`src/sv/sreseq_pkg.sv`:
```
package sreseq_pkg;

  // field widths
  localparam int unsigned REQ_W   = 2;
  localparam int unsigned DIG_W   = 4;
  localparam int unsigned NOTE_W  = 8;
  localparam int unsigned PAT_W   = 16;
  localparam int unsigned STEP_W  = 4;
  localparam int unsigned LEN_W   = 5;
  localparam int unsigned CIDX_W  = 3;
  localparam int unsigned CDAT_W  = 12;
  localparam int unsigned MASK_W  = 12;

  // length and span limits
  localparam int unsigned MAX_LEN  = 16;
  localparam int unsigned MAX_SPAN = 8;

  // divider sizing: 16-bit value times 7-bit span factor
  localparam int unsigned DVD_W = 23;
  localparam int unsigned DSR_W = 16;
  localparam int unsigned CNT_W = 5;
  localparam int unsigned MUL_W = 7;

  // request kinds
  localparam logic [REQ_W-1:0] REQ_CLOCK = 2'd0;
  localparam logic [REQ_W-1:0] REQ_RESET = 2'd1;
  localparam logic [REQ_W-1:0] REQ_CLEAR = 2'd2;

  // register indexes
  localparam logic [CIDX_W-1:0] CFG_GEN_LEVEL = 3'd0;
  localparam logic [CIDX_W-1:0] CFG_SEQ_LEN   = 3'd1;
  localparam logic [CIDX_W-1:0] CFG_SPAN      = 3'd2;
  localparam logic [CIDX_W-1:0] CFG_HITS_A    = 3'd3;
  localparam logic [CIDX_W-1:0] CFG_HITS_B    = 3'd4;
  localparam logic [CIDX_W-1:0] CFG_HITS_C    = 3'd5;
  localparam logic [CIDX_W-1:0] CFG_MASK      = 3'd6;

  // operation run on the shared divider
  typedef enum logic [2:0] {
    OP_POS  = 3'd0,
    OP_EA   = 3'd1,
    OP_EB   = 3'd2,
    OP_EC   = 3'd3,
    OP_NOTE = 3'd4
  } op_e;

  typedef struct packed {
    logic load_in;
    logic start;
    logic capture;
    logic update;
    logic load_out;
    op_e  op;
  } cmd_t;

  typedef struct packed {
    logic div_done;
    logic is_clock;
  } status_t;

  // pitch class enabled in mask, n in -12..23
  function automatic logic note_on(input logic signed [6:0] n,
                                   input logic [MASK_W-1:0] mask);
    logic signed [6:0] pc;
    if (n < 0) pc = n + 7'sd12;
    else if (n >= 7'sd12) pc = n - 7'sd12;
    else pc = n;
    note_on = (mask == '0) || mask[pc[3:0]];
  endfunction

  // nearest enabled semitone, ties go lower
  function automatic logic signed [NOTE_W-1:0] snap(input logic [3:0] r,
                                                     input logic [MASK_W-1:0] mask);
    logic signed [6:0] lo;
    logic signed [6:0] hi;
    logic found;
    snap  = NOTE_W'(signed'({3'b0, r}));
    found = 1'b0;
    for (int d = 0; d <= 12; d++) begin
      lo = signed'({3'b0, r}) - 7'(d);
      hi = signed'({3'b0, r}) + 7'(d);
      if (!found && note_on(lo, mask)) begin
        snap  = NOTE_W'(lo);
        found = 1'b1;
      end else if (!found && note_on(hi, mask)) begin
        snap  = NOTE_W'(hi);
        found = 1'b1;
      end
    end
  endfunction

endpackage

```
`src/sv/shift_register_euclid_sequencer_unit.sv`:
```
// channel   | handshake             | payload
// ----------+-----------------------+---------------------------------------------
// in        | in_valid_i/in_stall_o | req_type_i random_digit_i random_bit_i
// out       | out_valid_o/out_stall_i | note_o trig_a_o trig_b_o trig_c_o
//           |                       | pattern_bits_o step_index_o
// cfg       | cfg_valid_i/cfg_ready_o | cfg_index_i cfg_data_i
//
// one request at a time through a shared bit-serial divider, one bit per cycle:
// a clock request runs step modulo, three trigger modulos and note scaling before
// the next input is free, a step reset or clear runs note scaling only.
// reset restores the register defaults and clears the pattern and step.
// a finished result waits in the output register while the next request is taken;
// a stalled output holds the next result back and keeps the input stalled.
module shift_register_euclid_sequencer_unit #(
  parameter int unsigned REG_BITS = 16
) (
  input  logic                                  clk_i,
  input  logic                                  rst_ni,
  input  logic                                  in_valid_i,
  output logic                                  in_stall_o,
  input  logic [sreseq_pkg::REQ_W-1:0]          req_type_i,
  input  logic [sreseq_pkg::DIG_W-1:0]          random_digit_i,
  input  logic                                  random_bit_i,
  output logic                                  out_valid_o,
  input  logic                                  out_stall_i,
  output logic signed [sreseq_pkg::NOTE_W-1:0]  note_o,
  output logic                                  trig_a_o,
  output logic                                  trig_b_o,
  output logic                                  trig_c_o,
  output logic [sreseq_pkg::PAT_W-1:0]          pattern_bits_o,
  output logic [sreseq_pkg::STEP_W-1:0]         step_index_o,
  input  logic                                  cfg_valid_i,
  output logic                                  cfg_ready_o,
  input  logic [sreseq_pkg::CIDX_W-1:0]         cfg_index_i,
  input  logic [sreseq_pkg::CDAT_W-1:0]         cfg_data_i
);
  import sreseq_pkg::*;

  cmd_t    cmd;
  status_t status;

  // always ready; the sender must write registers only while idle, the block does not enforce it
  assign cfg_ready_o = 1'b1;

  sreseq_ctrl u_ctrl (
    .clk_i       (clk_i),
    .rst_ni      (rst_ni),
    .in_valid_i  (in_valid_i),
    .in_stall_o  (in_stall_o),
    .out_valid_o (out_valid_o),
    .out_stall_i (out_stall_i),
    .status_i    (status),
    .cmd_o       (cmd)
  );

  sreseq_dp #(
    .REG_BITS (REG_BITS)
  ) u_dp (
    .clk_i          (clk_i),
    .rst_ni         (rst_ni),
    .cmd_i          (cmd),
    .status_o       (status),
    .cfg_we_i       (cfg_valid_i && cfg_ready_o),
    .cfg_index_i    (cfg_index_i),
    .cfg_data_i     (cfg_data_i),
    .req_type_i     (req_type_i),
    .random_digit_i (random_digit_i),
    .random_bit_i   (random_bit_i),
    .note_o         (note_o),
    .trig_a_o       (trig_a_o),
    .trig_b_o       (trig_b_o),
    .trig_c_o       (trig_c_o),
    .pattern_bits_o (pattern_bits_o),
    .step_index_o   (step_index_o)
  );

endmodule

```
`src/sv/sreseq_div.sv`:
```
module sreseq_div (
  input  logic                           clk_i,
  input  logic                           rst_ni,
  input  logic                           start_i,
  input  logic [sreseq_pkg::DVD_W-1:0]   dividend_i,
  input  logic [sreseq_pkg::CNT_W-1:0]   count_i,
  input  logic [sreseq_pkg::DSR_W-1:0]   divisor_i,
  output logic [sreseq_pkg::DVD_W-1:0]   quotient_o,
  output logic [sreseq_pkg::DSR_W-1:0]   remainder_o,
  output logic                           done_o
);
  import sreseq_pkg::*;

  logic [DVD_W-1:0] dvd_q;
  logic [DVD_W-1:0] quo_q;
  logic [DSR_W-1:0] rem_q;
  logic [DSR_W-1:0] dsr_q;
  logic [CNT_W-1:0] cnt_q;
  logic             busy_q;
  logic             done_q;
  logic [DSR_W:0]   trial;
  logic [DSR_W:0]   diff;
  logic             fits;

  // one restoring step per cycle, dividend left aligned
  always_comb begin
    trial = {rem_q, dvd_q[DVD_W-1]};
    diff  = trial - {1'b0, dsr_q};
    fits  = trial >= {1'b0, dsr_q};
  end

  // control
  always_ff @(posedge clk_i or negedge rst_ni) begin
    if (!rst_ni) begin
      busy_q <= 1'b0;
      done_q <= 1'b0;
      cnt_q  <= '0;
    end else begin
      done_q <= 1'b0;
      if (start_i) begin
        busy_q <= 1'b1;
        cnt_q  <= count_i;
      end else if (busy_q) begin
        cnt_q <= cnt_q - 1'b1;
        if (cnt_q == CNT_W'(1)) begin
          busy_q <= 1'b0;
          done_q <= 1'b1;
        end
      end
    end
  end

  // operands
  always_ff @(posedge clk_i) begin
    if (start_i) begin
      dvd_q <= dividend_i;
      dsr_q <= divisor_i;
      rem_q <= '0;
      quo_q <= '0;
    end else if (busy_q) begin
      dvd_q <= {dvd_q[DVD_W-2:0], 1'b0};
      quo_q <= {quo_q[DVD_W-2:0], fits};
      rem_q <= fits ? diff[DSR_W-1:0] : trial[DSR_W-1:0];
    end
  end

  assign quotient_o  = quo_q;
  assign remainder_o = rem_q;
  assign done_o      = done_q;

endmodule

```
`src/sv/sreseq_dp.sv`:
```
module sreseq_dp #(
  parameter int unsigned REG_BITS = 16
) (
  input  logic                                  clk_i,
  input  logic                                  rst_ni,
  input  sreseq_pkg::cmd_t                      cmd_i,
  output sreseq_pkg::status_t                   status_o,
  input  logic                                  cfg_we_i,
  input  logic [sreseq_pkg::CIDX_W-1:0]         cfg_index_i,
  input  logic [sreseq_pkg::CDAT_W-1:0]         cfg_data_i,
  input  logic [sreseq_pkg::REQ_W-1:0]          req_type_i,
  input  logic [sreseq_pkg::DIG_W-1:0]          random_digit_i,
  input  logic                                  random_bit_i,
  output logic signed [sreseq_pkg::NOTE_W-1:0]  note_o,
  output logic                                  trig_a_o,
  output logic                                  trig_b_o,
  output logic                                  trig_c_o,
  output logic [sreseq_pkg::PAT_W-1:0]          pattern_bits_o,
  output logic [sreseq_pkg::STEP_W-1:0]         step_index_o
);
  import sreseq_pkg::*;

  localparam int unsigned CAP  = (REG_BITS < MAX_LEN) ? REG_BITS : MAX_LEN;
  localparam int unsigned PW   = (REG_BITS < PAT_W) ? REG_BITS : PAT_W;
  localparam int unsigned IW   = $clog2(REG_BITS);

  // configuration
  logic [3:0]        gen_level_q;
  logic [LEN_W-1:0]  seq_len_q;
  logic [3:0]        span_q;
  logic [LEN_W-1:0]  hits_a_q;
  logic [LEN_W-1:0]  hits_b_q;
  logic [LEN_W-1:0]  hits_c_q;
  logic [MASK_W-1:0] mask_q;

  // state and held request
  logic [REG_BITS-1:0] pattern_q;
  logic [STEP_W-1:0]   step_q;
  logic [STEP_W-1:0]   pos_q;
  logic [REQ_W-1:0]    req_q;
  logic [DIG_W-1:0]    digit_q;
  logic                rbit_q;
  logic                ta_q;
  logic                tb_q;
  logic                tc_q;

  logic [LEN_W-1:0]  len;
  logic [3:0]        span;
  logic [MUL_W-1:0]  mul;
  logic [PAT_W-1:0]  pat16;
  logic [DSR_W-1:0]  den;
  logic [DSR_W-1:0]  value;
  logic [LEN_W-1:0]  hits_sel;
  logic [7:0]        euc_prod;
  logic [DVD_W-1:0]  dividend;
  logic [CNT_W-1:0]  count;
  logic [DSR_W-1:0]  divisor;
  logic [DVD_W-1:0]  quo;
  logic [DSR_W-1:0]  rem;
  logic              div_done;
  logic              fire;
  logic              new_bit;
  logic [LEN_W-1:0]  pos_next;
  logic [IW-1:0]     tap;
  logic [LEN_W-1:0]  len_m1;
  logic [6:0]        raw;
  logic [12:0]       raw_x;
  logic [3:0]        oct;
  logic [3:0]        semi;
  logic [NOTE_W-1:0] oct_x12;

  // effective length and span
  always_comb begin
    if (seq_len_q == '0) len = LEN_W'(1);
    else if (seq_len_q > LEN_W'(CAP)) len = LEN_W'(CAP);
    else len = seq_len_q;
    if (span_q == '0) span = 4'd1;
    else if (span_q > 4'(MAX_SPAN)) span = 4'(MAX_SPAN);
    else span = span_q;
    mul = MUL_W'(span) * MUL_W'(12) - MUL_W'(1);
  end

  // note value and its full-scale divisor
  always_comb begin
    pat16 = PAT_W'(pattern_q[PW-1:0]);
    den   = DSR_W'((17'd1 << len) - 17'd1);
    value = pat16 & den;
  end

  // divider operands
  always_comb begin
    unique case (cmd_i.op)
      OP_EA:   hits_sel = hits_a_q;
      OP_EB:   hits_sel = hits_b_q;
      OP_EC:   hits_sel = hits_c_q;
      default: hits_sel = hits_a_q;
    endcase
    euc_prod = pos_q * hits_sel[3:0];
    unique case (cmd_i.op)
      OP_POS: begin
        dividend = {step_q, {(DVD_W-STEP_W){1'b0}}};
        count    = CNT_W'(STEP_W);
        divisor  = DSR_W'(len);
      end
      OP_EA, OP_EB, OP_EC: begin
        dividend = {euc_prod, {(DVD_W-8){1'b0}}};
        count    = CNT_W'(8);
        divisor  = DSR_W'(len);
      end
      OP_NOTE: begin
        dividend = value * mul;
        count    = CNT_W'(DVD_W);
        divisor  = den;
      end
      default: begin
        dividend = '0;
        count    = CNT_W'(1);
        divisor  = DSR_W'(1);
      end
    endcase
  end

  sreseq_div u_div (
    .clk_i       (clk_i),
    .rst_ni      (rst_ni),
    .start_i     (cmd_i.start),
    .dividend_i  (dividend),
    .count_i     (count),
    .divisor_i   (divisor),
    .quotient_o  (quo),
    .remainder_o (rem),
    .done_o      (div_done)
  );

  // euclidean decision for the selected hit count
  always_comb begin
    if (hits_sel == '0) fire = 1'b0;
    else if (hits_sel >= len) fire = 1'b1;
    else fire = rem < DSR_W'(hits_sel);
  end

  // bit entering the register and the next step
  always_comb begin
    len_m1   = len - 1'b1;
    tap      = len_m1[IW-1:0];
    new_bit  = (digit_q < gen_level_q) ? rbit_q : pattern_q[tap];
    pos_next = LEN_W'(pos_q) + 1'b1;
  end

  // result note
  always_comb begin
    raw     = quo[6:0];
    raw_x   = raw * 6'd43;
    oct     = raw_x[12:9];
    semi    = 4'(raw - 7'(oct) * 7'd12);
    oct_x12 = NOTE_W'(oct) * NOTE_W'(12);
  end

  // configuration registers
  always_ff @(posedge clk_i or negedge rst_ni) begin
    if (!rst_ni) begin
      gen_level_q <= 4'd0;
      seq_len_q   <= LEN_W'(8);
      span_q      <= 4'd2;
      hits_a_q    <= LEN_W'(4);
      hits_b_q    <= LEN_W'(5);
      hits_c_q    <= LEN_W'(7);
      mask_q      <= MASK_W'(2741);
    end else if (cfg_we_i) begin
      unique case (cfg_index_i)
        CFG_GEN_LEVEL: gen_level_q <= cfg_data_i[3:0];
        CFG_SEQ_LEN:   seq_len_q   <= cfg_data_i[LEN_W-1:0];
        CFG_SPAN:      span_q      <= cfg_data_i[3:0];
        CFG_HITS_A:    hits_a_q    <= cfg_data_i[LEN_W-1:0];
        CFG_HITS_B:    hits_b_q    <= cfg_data_i[LEN_W-1:0];
        CFG_HITS_C:    hits_c_q    <= cfg_data_i[LEN_W-1:0];
        CFG_MASK:      mask_q      <= cfg_data_i[MASK_W-1:0];
        default: ;
      endcase
    end
  end

  // sequencer state
  always_ff @(posedge clk_i or negedge rst_ni) begin
    if (!rst_ni) begin
      pattern_q <= '0;
      step_q    <= '0;
    end else if (cmd_i.update) begin
      unique case (req_q)
        REQ_CLOCK: begin
          pattern_q <= {pattern_q[REG_BITS-2:0], new_bit};
          step_q    <= (pos_next == len) ? '0 : pos_next[STEP_W-1:0];
        end
        REQ_RESET: step_q <= '0;
        REQ_CLEAR: begin
          pattern_q <= '0;
          step_q    <= '0;
        end
        default: ;
      endcase
    end
  end

  // held request, step position and triggers
  always_ff @(posedge clk_i) begin
    if (cmd_i.load_in) begin
      req_q   <= req_type_i;
      digit_q <= random_digit_i;
      rbit_q  <= random_bit_i;
      ta_q    <= 1'b0;
      tb_q    <= 1'b0;
      tc_q    <= 1'b0;
    end else if (cmd_i.capture) begin
      unique case (cmd_i.op)
        OP_POS:  pos_q <= rem[STEP_W-1:0];
        OP_EA:   ta_q  <= fire;
        OP_EB:   tb_q  <= fire;
        OP_EC:   tc_q  <= fire;
        default: ;
      endcase
    end
  end

  // output register
  always_ff @(posedge clk_i) begin
    if (cmd_i.load_out) begin
      note_o         <= snap(semi, mask_q) + signed'(oct_x12);
      trig_a_o       <= ta_q;
      trig_b_o       <= tb_q;
      trig_c_o       <= tc_q;
      pattern_bits_o <= pat16;
      step_index_o   <= step_q;
    end
  end

  assign status_o.div_done = div_done;
  assign status_o.is_clock = (req_q == REQ_CLOCK);

endmodule

```
`src/sv/sreseq_ctrl.sv`:
```
module sreseq_ctrl (
  input  logic                  clk_i,
  input  logic                  rst_ni,
  input  logic                  in_valid_i,
  output logic                  in_stall_o,
  output logic                  out_valid_o,
  input  logic                  out_stall_i,
  input  sreseq_pkg::status_t   status_i,
  output sreseq_pkg::cmd_t      cmd_o
);
  import sreseq_pkg::*;

  localparam logic [2:0] S_IDLE = 3'd0;
  localparam logic [2:0] S_DISP = 3'd1;
  localparam logic [2:0] S_GO   = 3'd2;
  localparam logic [2:0] S_WAIT = 3'd3;
  localparam logic [2:0] S_UPD  = 3'd4;
  localparam logic [2:0] S_OUT  = 3'd5;

  logic [2:0] state_q;
  logic [2:0] state_d;
  op_e        op_q;
  op_e        op_d;
  logic       out_valid_q;
  logic       out_valid_d;
  logic       accept;
  logic       out_free;

  assign accept   = (state_q == S_IDLE) && in_valid_i;
  assign out_free = !out_valid_q || !out_stall_i;

  // sequencing of divider operations
  always_comb begin
    state_d = state_q;
    op_d    = op_q;
    cmd_o   = '{load_in: 1'b0, start: 1'b0, capture: 1'b0, update: 1'b0,
                load_out: 1'b0, op: op_q};
    unique case (state_q)
      S_IDLE: begin
        if (accept) begin
          cmd_o.load_in = 1'b1;
          state_d       = S_DISP;
        end
      end
      S_DISP: begin
        if (status_i.is_clock) begin
          op_d    = OP_POS;
          state_d = S_GO;
        end else begin
          state_d = S_UPD;
        end
      end
      S_GO: begin
        cmd_o.start = 1'b1;
        state_d     = S_WAIT;
      end
      S_WAIT: begin
        if (status_i.div_done) begin
          cmd_o.capture = 1'b1;
          unique case (op_q)
            OP_POS:  begin op_d = OP_EA; state_d = S_GO;  end
            OP_EA:   begin op_d = OP_EB; state_d = S_GO;  end
            OP_EB:   begin op_d = OP_EC; state_d = S_GO;  end
            OP_EC:   state_d = S_UPD;
            OP_NOTE: state_d = S_OUT;
            default: state_d = S_IDLE;
          endcase
        end
      end
      S_UPD: begin
        cmd_o.update = 1'b1;
        op_d         = OP_NOTE;
        state_d      = S_GO;
      end
      S_OUT: begin
        if (out_free) begin
          cmd_o.load_out = 1'b1;
          state_d        = S_IDLE;
        end
      end
      default: state_d = S_IDLE;
    endcase
  end

  // result valid flag
  always_comb begin
    if (cmd_o.load_out) out_valid_d = 1'b1;
    else if (!out_stall_i) out_valid_d = 1'b0;
    else out_valid_d = out_valid_q;
  end

  always_ff @(posedge clk_i or negedge rst_ni) begin
    if (!rst_ni) begin
      state_q     <= S_IDLE;
      op_q        <= OP_POS;
      out_valid_q <= 1'b0;
    end else begin
      state_q     <= state_d;
      op_q        <= op_d;
      out_valid_q <= out_valid_d;
    end
  end

  assign in_stall_o  = (state_q != S_IDLE);
  assign out_valid_o = out_valid_q;

endmodule
```
`config.mk`:
```
export PLATFORM = sky130hd
export DESIGN_NAME = shift_register_euclid_sequencer_unit
export DESIGN_NICKNAME = d
export VERILOG_FILES = /design/src/sv/sreseq_pkg.sv /design/src/sv/shift_register_euclid_sequencer_unit.sv /design/src/sv/sreseq_div.sv /design/src/sv/sreseq_dp.sv /design/src/sv/sreseq_ctrl.sv
export SDC_FILE = /design/constraint.sdc
export NUM_CORES = 1
export LEC_CHECK = 0
export BUFFER_PORTS_ARGS = -buffer_cell sky130_fd_sc_hd__buf_2
export CELL_PAD_IN_SITES_DETAIL_PLACEMENT = 0
export CELL_PAD_IN_SITES_GLOBAL_PLACEMENT = 1
export CORE_ASPECT_RATIO = 0.75
export CORE_MARGIN = 3
export CORE_UTILIZATION = 50
export DETAILED_ROUTE_END_ITERATION = 10
export GPL_TIMING_DRIVEN = 0
export PLACE_DENSITY = 0.8
export SLEW_MARGIN = 20
export SYNTH_ARGS = -nofsm -noshare
export SYNTH_HDL_FRONTEND = slang
export SYNTH_SLANG_ARGS = --single-unit
export TNS_END_PERCENT = 10
```
`constraint.sdc`:
```
create_clock -name clk_i -period 11.6 [get_ports clk_i]
set_input_delay 0.58 -clock clk_i [delete_from_list [all_inputs] [get_ports clk_i]]
set_output_delay 0.58 -clock clk_i [all_outputs]
set_load 0.005 [all_outputs]
```
=== After elaboration in Yosys (flattened, before gate mapping) ===
Index checks and enable logic that the tools add are counted.

* Bits in registers: 181
* Output and inout port bits: 34
* Input port bits: 27
* Logic and storage cells: 576

* Bitwise operators: 2
* Reduce and logical (&&, ||, !) cells: 98
* Mux-type cells: 249
* $mul: 6
* $add $sub $neg: 80
* Order comparisons: 83
* Shift operators: 1
* Equality and inequality tests: 25

{| class="wikitable"
|+ Operator list
! kind !! number
|-
| 2-to-1 mux 4 bit || 92
|-
| 2-to-1 mux 8 bit || 24
|-
| < comparator 4 x 5 -> 1 bit (second input constant) || 27
|-
| < comparator 5 x 1 -> 1 bit (second input constant) || 24
|-
| binary-select mux 1 bit (select 4 bit) || 27
|-
| adder 4 x 3 -> 4 bit (second input constant) || 24
|-
| subtractor 4 x 3 -> 4 bit (second input constant) || 24
|-
| 2-to-1 mux 1 bit || 82
|-
| case mux 23 bit (3 select lines) || 1
|-
| case mux 16 bit (2 select lines) || 2
|-
| >= comparator 5 x 4 -> 1 bit (second input constant) || 12
|-
| >= comparator 5 bit (second input constant) || 12
|-
| 2-to-1 mux 23 bit || 2
|-
| logical OR 1 bit || 27
|-
| case mux 3 bit (3 select lines) || 3
|-
| adder 4 x 4 -> 5 bit (second input constant) || 5
|-
| logical AND 1 bit || 25
|-
| 2-to-1 mux 5 bit || 5
|-
| subtractor 4 x 4 -> 5 bit (second input constant) || 5
|-
| AND reduction 2 bit || 12
|-
| multiplier 16 x 7 -> 23 bit || 1
|-
| adder 4 x 3 -> 5 bit (second input constant) || 4
|-
| subtractor 4 x 3 -> 5 bit (second input constant) || 4
|-
| == test 3 x 2 -> 1 bit (second input constant) || 6
|-
| 55 further kinds || 94
|}

=== Logic depth before layout (Yosys ltp) ===
Gate-level depths: netlist of the first run.

* Depth in word-level cells: 151
* Mapped depth: 44
* Mapped depth without buffers: 39

=== Modules after synthesis ===
From an unflattened synthesis of the first run, not the netlist that was laid out.

* Cell total of the unflattened synthesis: 2259
* Area total of the unflattened synthesis: 19696.4 um^2

{| class="wikitable"
|+ By module, submodules not included
! module !! sequential area each (um^2) !! area each (um^2) !! cells an instance !! times used
|-
| sreseq_dp || 2841.5 || 14931.8 || 1802 || 1
|-
| sreseq_div || 2127.0 || 4321.6 || 408 || 1
|-
| sreseq_ctrl || 175.2 || 431.7 || 47 || 1
|-
| shift_register_euclid_sequencer_unit || 0.0 || 11.3 || 2 || 1
|}

=== Least setup slack after synthesis of the first run ===
OpenSTA, ideal clock, no wires.

* Path type: register -> register
* Start: reg u_dp.u_div.quo_q[3] (netlist: u_dp.u_div.quotient_o[3])
* End: reg u_dp.note_o[7] (netlist name) (data pin)
* Library setup time: 0.270 ns
* Period minus slack after synthesis: 9.363 ns
* Stages on the path, launching flop included: 43
* Data required time: 11.330 ns
* Path buffers: 5
* Data arrival time: 9.093 ns
* Slack: 2.237 ns
* Path through: dfxtp_1 -> ha_1 -> inv_1 -> fa_1 -> fa_1 -> inv_1 -> ha_1 -> a211oi_4 -> o221ai_4 -> a21oi_1 -> xnor2_1 -> ha_1 -> xor3_2 -> buf_6 -> buf_6 -> buf_2 -> buf_1 -> xnor2_1 -> [... 7 more ...] -> o311a_1 -> and2b_2 -> nand2_1 -> or4_1 -> buf_2 -> nor4_1 -> a21oi_1 -> o21ai_0 -> o21ai_0 -> ha_1 -> a21o_1 -> a21oi_1 -> o21bai_1 -> a21oi_1 -> xnor2_1 -> or3_1 -> a31oi_1 -> a311oi_1

* Word-level cells in the longest chain between the ends: 75
* Elaborated cells between the ends (all ways): 391
* Those cells by class: add/sub (74); mul (3); order compare (50); mux (202); reduce/logical (62)

{| class="wikitable"
|+ Ends and longest elaborated chain
! what !! RTL line !! RTL
|-
| from (decl) || sreseq_div.sv:15 || <nowiki>logic [DVD_W-1:0] quo_q;</nowiki>
|-
| from (signal assigned) || sreseq_div.sv:62 || <nowiki>quo_q <= {quo_q[DVD_W-2:0], fits};</nowiki>
|-
| branches (longest 74 deep; another with multiplier 7 x 6 -> 13 bit) || n/a ||
|-
| adder 8 bit * || sreseq_dp.sv:227 || <nowiki>note_o <= snap(semi, mask_q) + signed'(oct_x12);</nowiki>
|-
| to (signal assigned) || sreseq_dp.sv:227 ||
|-
| to (decl) || sreseq_dp.sv:14 || <nowiki>output logic signed [sreseq_pkg::NOTE_W-1:0] note_o,</nowiki>
|}

Mark *: on every way between the ends. The select of a mux whose other input is x is not followed.
A chain may end at the register's enable or synchronous reset.

=== Worst setup path in the final report of the first run ===
Ends and elaborated chain as after synthesis.

==> results of run 1 <==
==> synthesized netlist by cell type, types with 14 or more instances <==
cell,instances,area (um^2)
nand2_1,215,807.0
inv_1,203,762.0
nor2_1,185,694.4
ha_1,148,1852
o21ai_0,144,720.7
a21oi_1,107,535.5
fa_1,83,1662
edfxtp_1,81,2432
clkbuf_1,77,289.0
dfrtp_1,59,1476
mux2i_1,58,580.6
nor3_1,53,265.3
nand3_1,52,260.3
mux2_2,44,495.5
nand2b_1,41,256.5
xnor2_1,41,359.1
a211oi_1,32,240.2
nor2b_1,32,200.2
and2_1,26,162.7
dfxtp_1,26,520.5
a31oi_1,25,156.4
a21o_1,23,172.7
o211ai_1,21,157.7
xor2_1,21,183.9
nor4_1,20,125.1
nand4_1,17,106.4
and3_1,15,93.84
dfstp_2,15,394.1
mux4_2,15,337.8
o31ai_1,15,112.6
buf_2,14,70.07
or3_1,14,87.58
==> per-stage QoR <==
step / utilization / hold slack, ns / std cells / cell area, um^2 / setup WS, ns
2_1_floorplan: - / 0.2844 / 2184 / 18930 / 2.237
3_3_place_gp: 0.5341 / 0.4151 / 2747 / 19850 / -0.7366
3_5_place_dp: 0.5361 / 0.4190 / 2749 / 19930 / -0.7701
4_1_cts: 0.5545 / 0.2741 / 2781 / 20610 / 0.1299
5_1_grt: 0.5571 / 0.2693 / 2785 / 20710 / 0.007145
6_report: 0.5571 / 0.2891 / 2785 / 20710 / 0.4317
==> registers in the layout, indices dropped and copies added (netlist names), 7 cells and up <==
signal and flops:
u_dp.pattern_bits_o 16, u_dp.mask_q 12, u_dp.u_div.dvd_q 23, u_dp.note_o 8, u_dp.pat16 16, u_dp.u_div.quotient_o 7, u_dp.u_div.dsr_q 16, u_dp.u_div.remainder_o 16
==> worst reg2reg max path, delay by kind of cell (launching register included) <==
kind | cells | cell delay, ns
flops | 1 | 0.48
fa+ha+maj | 7 | 2.74
buf+inv | 9 | 1.54
compound gates | 15 | 3.29
xor+xnor | 4 | 1.10
simple gates | 7 | 1.79
==> kinds of logic (layout without fill, tap and decap cells) <==
kind of cell    Yosys count  count (layout)  synth area share
buf+inv                 319             416           0.06875
fa+ha+maj               232             232            0.1862
flops                   181             181            0.2548
xor+xnor                 69              69           0.03616
mux                     120             120           0.07741
simple gates            723             723            0.1857
compound gates          539             539            0.1908
other cells               1               1         0.0001981
==> layout make-up <==
class                           count  area [um^2]  area share
Tap cell                          504        630.6     0.03045
Multi-Input combinational cell   1684        12910      0.6236
Inverter                          205        769.5     0.03716
Buffer                            112        528.0     0.02550
Clock buffer                       17        425.4     0.02054
Timing Repair Buffer               67        400.4     0.01934
Sequential cell                   181         4823      0.2329
Clock inverter                     15        217.7     0.01051
==> routing by layer <==
layer	wire length, um	GRT usage	vias up
met1	31760	0.5080	8608
li1	-	-	7975
met2	24450	0.4085	838
met3	9127	0.1543	79
met4	1074	0.06090	0
met5	0	0	-
==> worst paths after layout <==
kind                                         endpoint  slack (ns)                                   from
max                          u_dp.note_o[7]$_DFFE_PP_        0.43  u_dp.u_div.quotient_o[3]$_SDFFE_PP0P_
min                         u_dp.digit_q[0]$_DFFE_PP_        0.29                      random_digit_i[0]
max reg2reg                  u_dp.note_o[7]$_DFFE_PP_        0.43  u_dp.u_div.quotient_o[3]$_SDFFE_PP0P_
min reg2reg                   u_dp.trig_a_o$_DFFE_PP_        0.44                 u_dp.ta_q$_SDFFE_PP0P_
max in group asynchronous  u_dp.mask_q[2]$_DFFE_PN1P_       10.38                                 rst_ni
min in group asynchronous   u_dp.pat16[2]$_DFFE_PN0P_        0.55                                 rst_ni
==> repair_timing <==
item,CTS,global route
hold buffers,1,0
setup endpoints to repair,2,2
gates resized for setup,6,10
setup buffers,0,5
gates cloned,0,0
pin swaps,0,4
hold endpoints to repair,4,0
==> run_results.csv, run 1 <==
group,metric,value,unit
global_routing,grt_pass1_vias,16620,
yosys,yosysWarningCount,0,
global_routing,antenna_found_initial,1,
clock_tree,cts_tree,"built",
yosys,synthesis.area,18930,um^2
run_status,outcome,"finished clean",
setup_path,crit_family,"compound AO/OA/AOI/OAI gates",
yosys,syn_inst,2184,
clock_tree,cts_buffers,17,
detailed_routing,post_drt_wl_per_cell,23.85,um
setup_path,arrival,11.42,ns
setup_path,crit_top_cell,"ha_1",
floorplanning,die_w,230.7,um
global_routing,grt_overflow,0,
setup_path,cp_max_fo,19,
floorplanning,die_y,174.5,um
detailed_routing,vias_per_cell,6.284,
finish,final_cell_mix,"215 x nand2_1, 203 x inv_1, 184 x nor2_1",
floorplanning,num_io_pins,61,
yosys,ys_seq_area_frac,0.2548,
timing,finalSetupTns,0,ns
detailed_routing,drtIter0Drc,1891,
timing,slew_headroom,0.1974,
timing,period_share,0.9628,
timing,fmax,89.54,MHz
timing,finalClockSkew,0.02323,ns
finish,syn_to_final_growth,9.407,%
timing,slew_violations,0,
timing,setup_viol_count_final,0,
yosys,ys_ff_latch,181,
finish,diodes,0,
yosys,synthDistinctLibCells,112,
timing,hold_viol,0,
setup_path,cp_slowest_cell,"ha_2",
setup_path,worst_ep_required_time,11.85,ns
finish,finalNetCount,2526,
yosys,syn-num-nets,2442,
hold_path,hp-class,"in2reg",
clock_tree,htree_levels,4,
yosys,syn_area_per_cell,8.666,um^2
global_routing,grt_pass1_wl,100900,um
yosys,synth_async_sr_flop_share,0.4088,
finish,layout_commonest_cell,"nand2_1",
setup_path,crit_cells,42,
finish,fill_cells,3516,
placed_design,globalplace.congestion,1.004,
detailed_routing,dr.pass1.iters,6,
clock_tree,cts.sinks,181,
setup_path,critPathCaptureType,"flop",
setup_path,cpPeakStageDelay,0.56,ns
floorplanning,die_area,40250,um^2
detailed_routing,ant_nets,0,
setup_path,cp-start-kind,"flop",
hold_path,hold_path_depth,1,
job,cap_violations,0,
clock_tree,clk_path_buf_depth,2,
yosys,ys.flop_type,"edfxtp_1",
global_routing,grt_start_max_net_pins,54,
floorplanning,initial_core_util,0.5092,
clock_tree,cts_root_buf,"clkbuf_16",
detailed_routing,drc,0,
timing,period_minus_slack,11.17,ns
global_routing,track_usage,0.3283,
setup_path,ff2ff_path_depth,42,
clock_tree,path_clk_slew,0.09,ns
timing,rsz0062_at_grt,"false",
placed_design,io_buffers,59,
floorplanning,core_area,37170,um^2
clock_tree,clock_latency,0.47,ns
setup_path,criticalPathCategory,"reg2reg",
yosys,synth-edff-count,81,
setup_path,critPathBufInv,9,
detailed_routing,wl,66410,um
finish,drive_above_1_share,0.1149,
detailed_routing,vias,17500,
placed_design,dp_hpwl,52390,um
floorplanning,rows,61,
timing,tightest_slew,1.191,ns
Power of run 1 is left out: the tool's default activity adds up to more than one toggle a clock period on the data nets, which glitch-free logic cannot reach.
==> inputs of run 2 (changes only) <==
Settings changed: GPL_TIMING_DRIVEN 0 to not set.
==> run_results.csv, run 2 (synthesis gave the netlist of run 1 again) <==
group,metric,value,unit
global_routing,grt_pass1_wl,95610,um
global_routing,grt_overflow,0,
floorplanning,num_io_pins,61,
timing,period_minus_slack,10.84,ns
setup_path,reg2reg_to,"u_dp.note_o[7]$_DFFE_PP_",
detailed_routing,drtIter0Drc,1679,
clock_tree,cts_buffers,17,
setup_path,ff2ff_path_depth,36,
setup_path,critPathCapture,"u_dp.note_o[7]$_DFFE_PP_",
setup_path,cpPeakStageDelay,0.75,ns
timing,rsz0062_at_grt,"false",
finish,largest-register,"u_dp.u_div.dvd_q",
setup_path,critPathCaptureType,"flop",
global_routing,track_usage,0.3043,
detailed_routing,drc,0,
setup_path,reg2reg_from,"u_dp.u_div.quotient_o[2]$_SDFFE_PP0P_",
setup_path,cp_max_fo,27,
timing,setup_viol_count_final,0,
timing,slew_headroom,0.2415,
placed_design,globalplace.congestion,0.9612,
floorplanning,initial_core_util,0.5092,
setup_path,critPathLaunch,"u_dp.u_div.quotient_o[2]$_SDFFE_PP0P_",
setup_path,crit_top_cell,"ha_1",
floorplanning,die_area,40250,um^2
detailed_routing,post_drt_wl_per_cell,22.37,um
hold_path,hp-class,"in2reg",
floorplanning,die_y,174.5,um
finish,syn_to_final_growth,7.074,%
clock_tree,cts_tree,"built",
timing,slew_violations,0,
clock_tree,cts_root_buf,"clkbuf_16",
finish,drive_above_1_share,0.1184,
placed_design,dp_hpwl,46330,um
detailed_routing,dr.pass1.iters,6,
clock_tree,clock_latency,0.46,ns
detailed_routing,vias_per_cell,6.188,
finish,largest_reg_flops,23,
floorplanning,rows,61,
placed_design,dp_cells,2672,
placed_design,io_buffers,59,
clock_tree,clk_path_buf_depth,2,
setup_path,cp_slowest_cell,"or4_1",
clock_tree,path_clk_slew,0.09,ns
finish,layout_commonest_cell,"nand2_1",
setup_path,worst_ep_required_time,11.79,ns
setup_path,criticalPathCategory,"reg2reg",
timing,finalSetupTns,0,ns
setup_path,cp-start-kind,"flop",
global_routing,antenna_found_initial,0,
floorplanning,core_area,37170,um^2
timing,finalClockSkew,0.01907,ns
detailed_routing,ant_nets,0,
timing,tightest_slew,1.131,ns
setup_path,reg2reg_slack,0.76,ns
finish,fill_cells,3541,
global_routing,grt_start_max_net_pins,65,
timing,fmax,92.22,MHz
setup_path,arrival,11.04,ns
run_status,outcome,"finished clean",
detailed_routing,wl,60570,um
job,cap_violations,0,
floorplanning,die_w,230.7,um
clock_tree,cts.sinks,181,
clock_tree,htree_levels,4,
finish,diodes,0,
timing,period_share,0.9348,
global_routing,grt_pass1_vias,15900,
finish,fin_cells,2708,
finish,finalNetCount,2449,
finish,final_cell_mix,"215 x nand2_1, 203 x inv_1, 185 x nor2_1",
timing,hold_viol,0,
detailed_routing,vias,16760,
run 2: repair_timing:
action	4_1_cts	5_1_grt
hold buffers	1	0
hold endpoints to repair	10	0
resized for setup	0	6
endpoints found under the setup margin	0	1
setup buffers	0	3
run 2: final cells by class:
type | count | area, um^2 | share of cell area
Inverter | 205 | 769.5 | 0.03797
Sequential cell | 181 | 4827 | 0.2382
Clock buffer | 18 | 429.2 | 0.02118
Clock inverter | 14 | 138.9 | 0.006853
Timing Repair Buffer | 102 | 623.1 | 0.03075
Tap cell | 504 | 630.6 | 0.03112
Multi-Input combinational cell | 1684 | 12850 | 0.6339
run 2: worst max-delay path: cells and delay by family (launching register included):
family	cells	cell delay, ns
AOI/OAI and AO/OA	13	2.34
xor gates and xnor gates	2	0.28
adders and majority gates	7	3.00
buffers and inverters	3	0.49
DFF	1	0.52
muxes	1	0.40
and+or+nand+nor	10	3.54
run 2: worst min-delay path by stage:
stage	start	endpoint	slack (ns)	cells after the start
6_report	random_digit_i[0]	u_dp.digit_q[0]$_DFFE_PP_	0.30	1
5_1_grt	random_bit_i	u_dp.rbit_q$_DFFE_PP_	0.28	1
4_1_cts	req_type_i[0]	u_dp.req_q[0]$_DFFE_PP_	0.27	1
3_5_place_dp	u_dp.tb_q$_SDFFE_PP0P_	u_dp.trig_b_o$_DFFE_PP_	0.42	0
3_3_place_gp	rst_ni	u_dp.pat16[6]$_DFFE_PN0P_	0.42	1
2_1_floorplan	rst_ni	u_ctrl.op_q[0]$_DFFE_PN0P_	0.28	0
run 2: per-stage QoR:
step                setup slack (ns)  utilization  cell area, um^2  hold slack, ns
floorplan                      2.237            -            18930          0.2844
global placement              0.7797       0.5284            19640          0.4188
detailed placement            0.5104       0.5284            19640          0.4191
CTS                           0.4912       0.5439            20220          0.2744
global route                 0.08789       0.5452            20270          0.2791
finish                        0.7559       0.5452            20270          0.3017
run 2: metal layers:
layer,global-route usage,wire (um)
met1,0.4861,29790
met3,0.06275,5278
met2,0.4184,24580
met4,0.06323,917
met5,0,0
Power of run 2 is left out for the same reason.
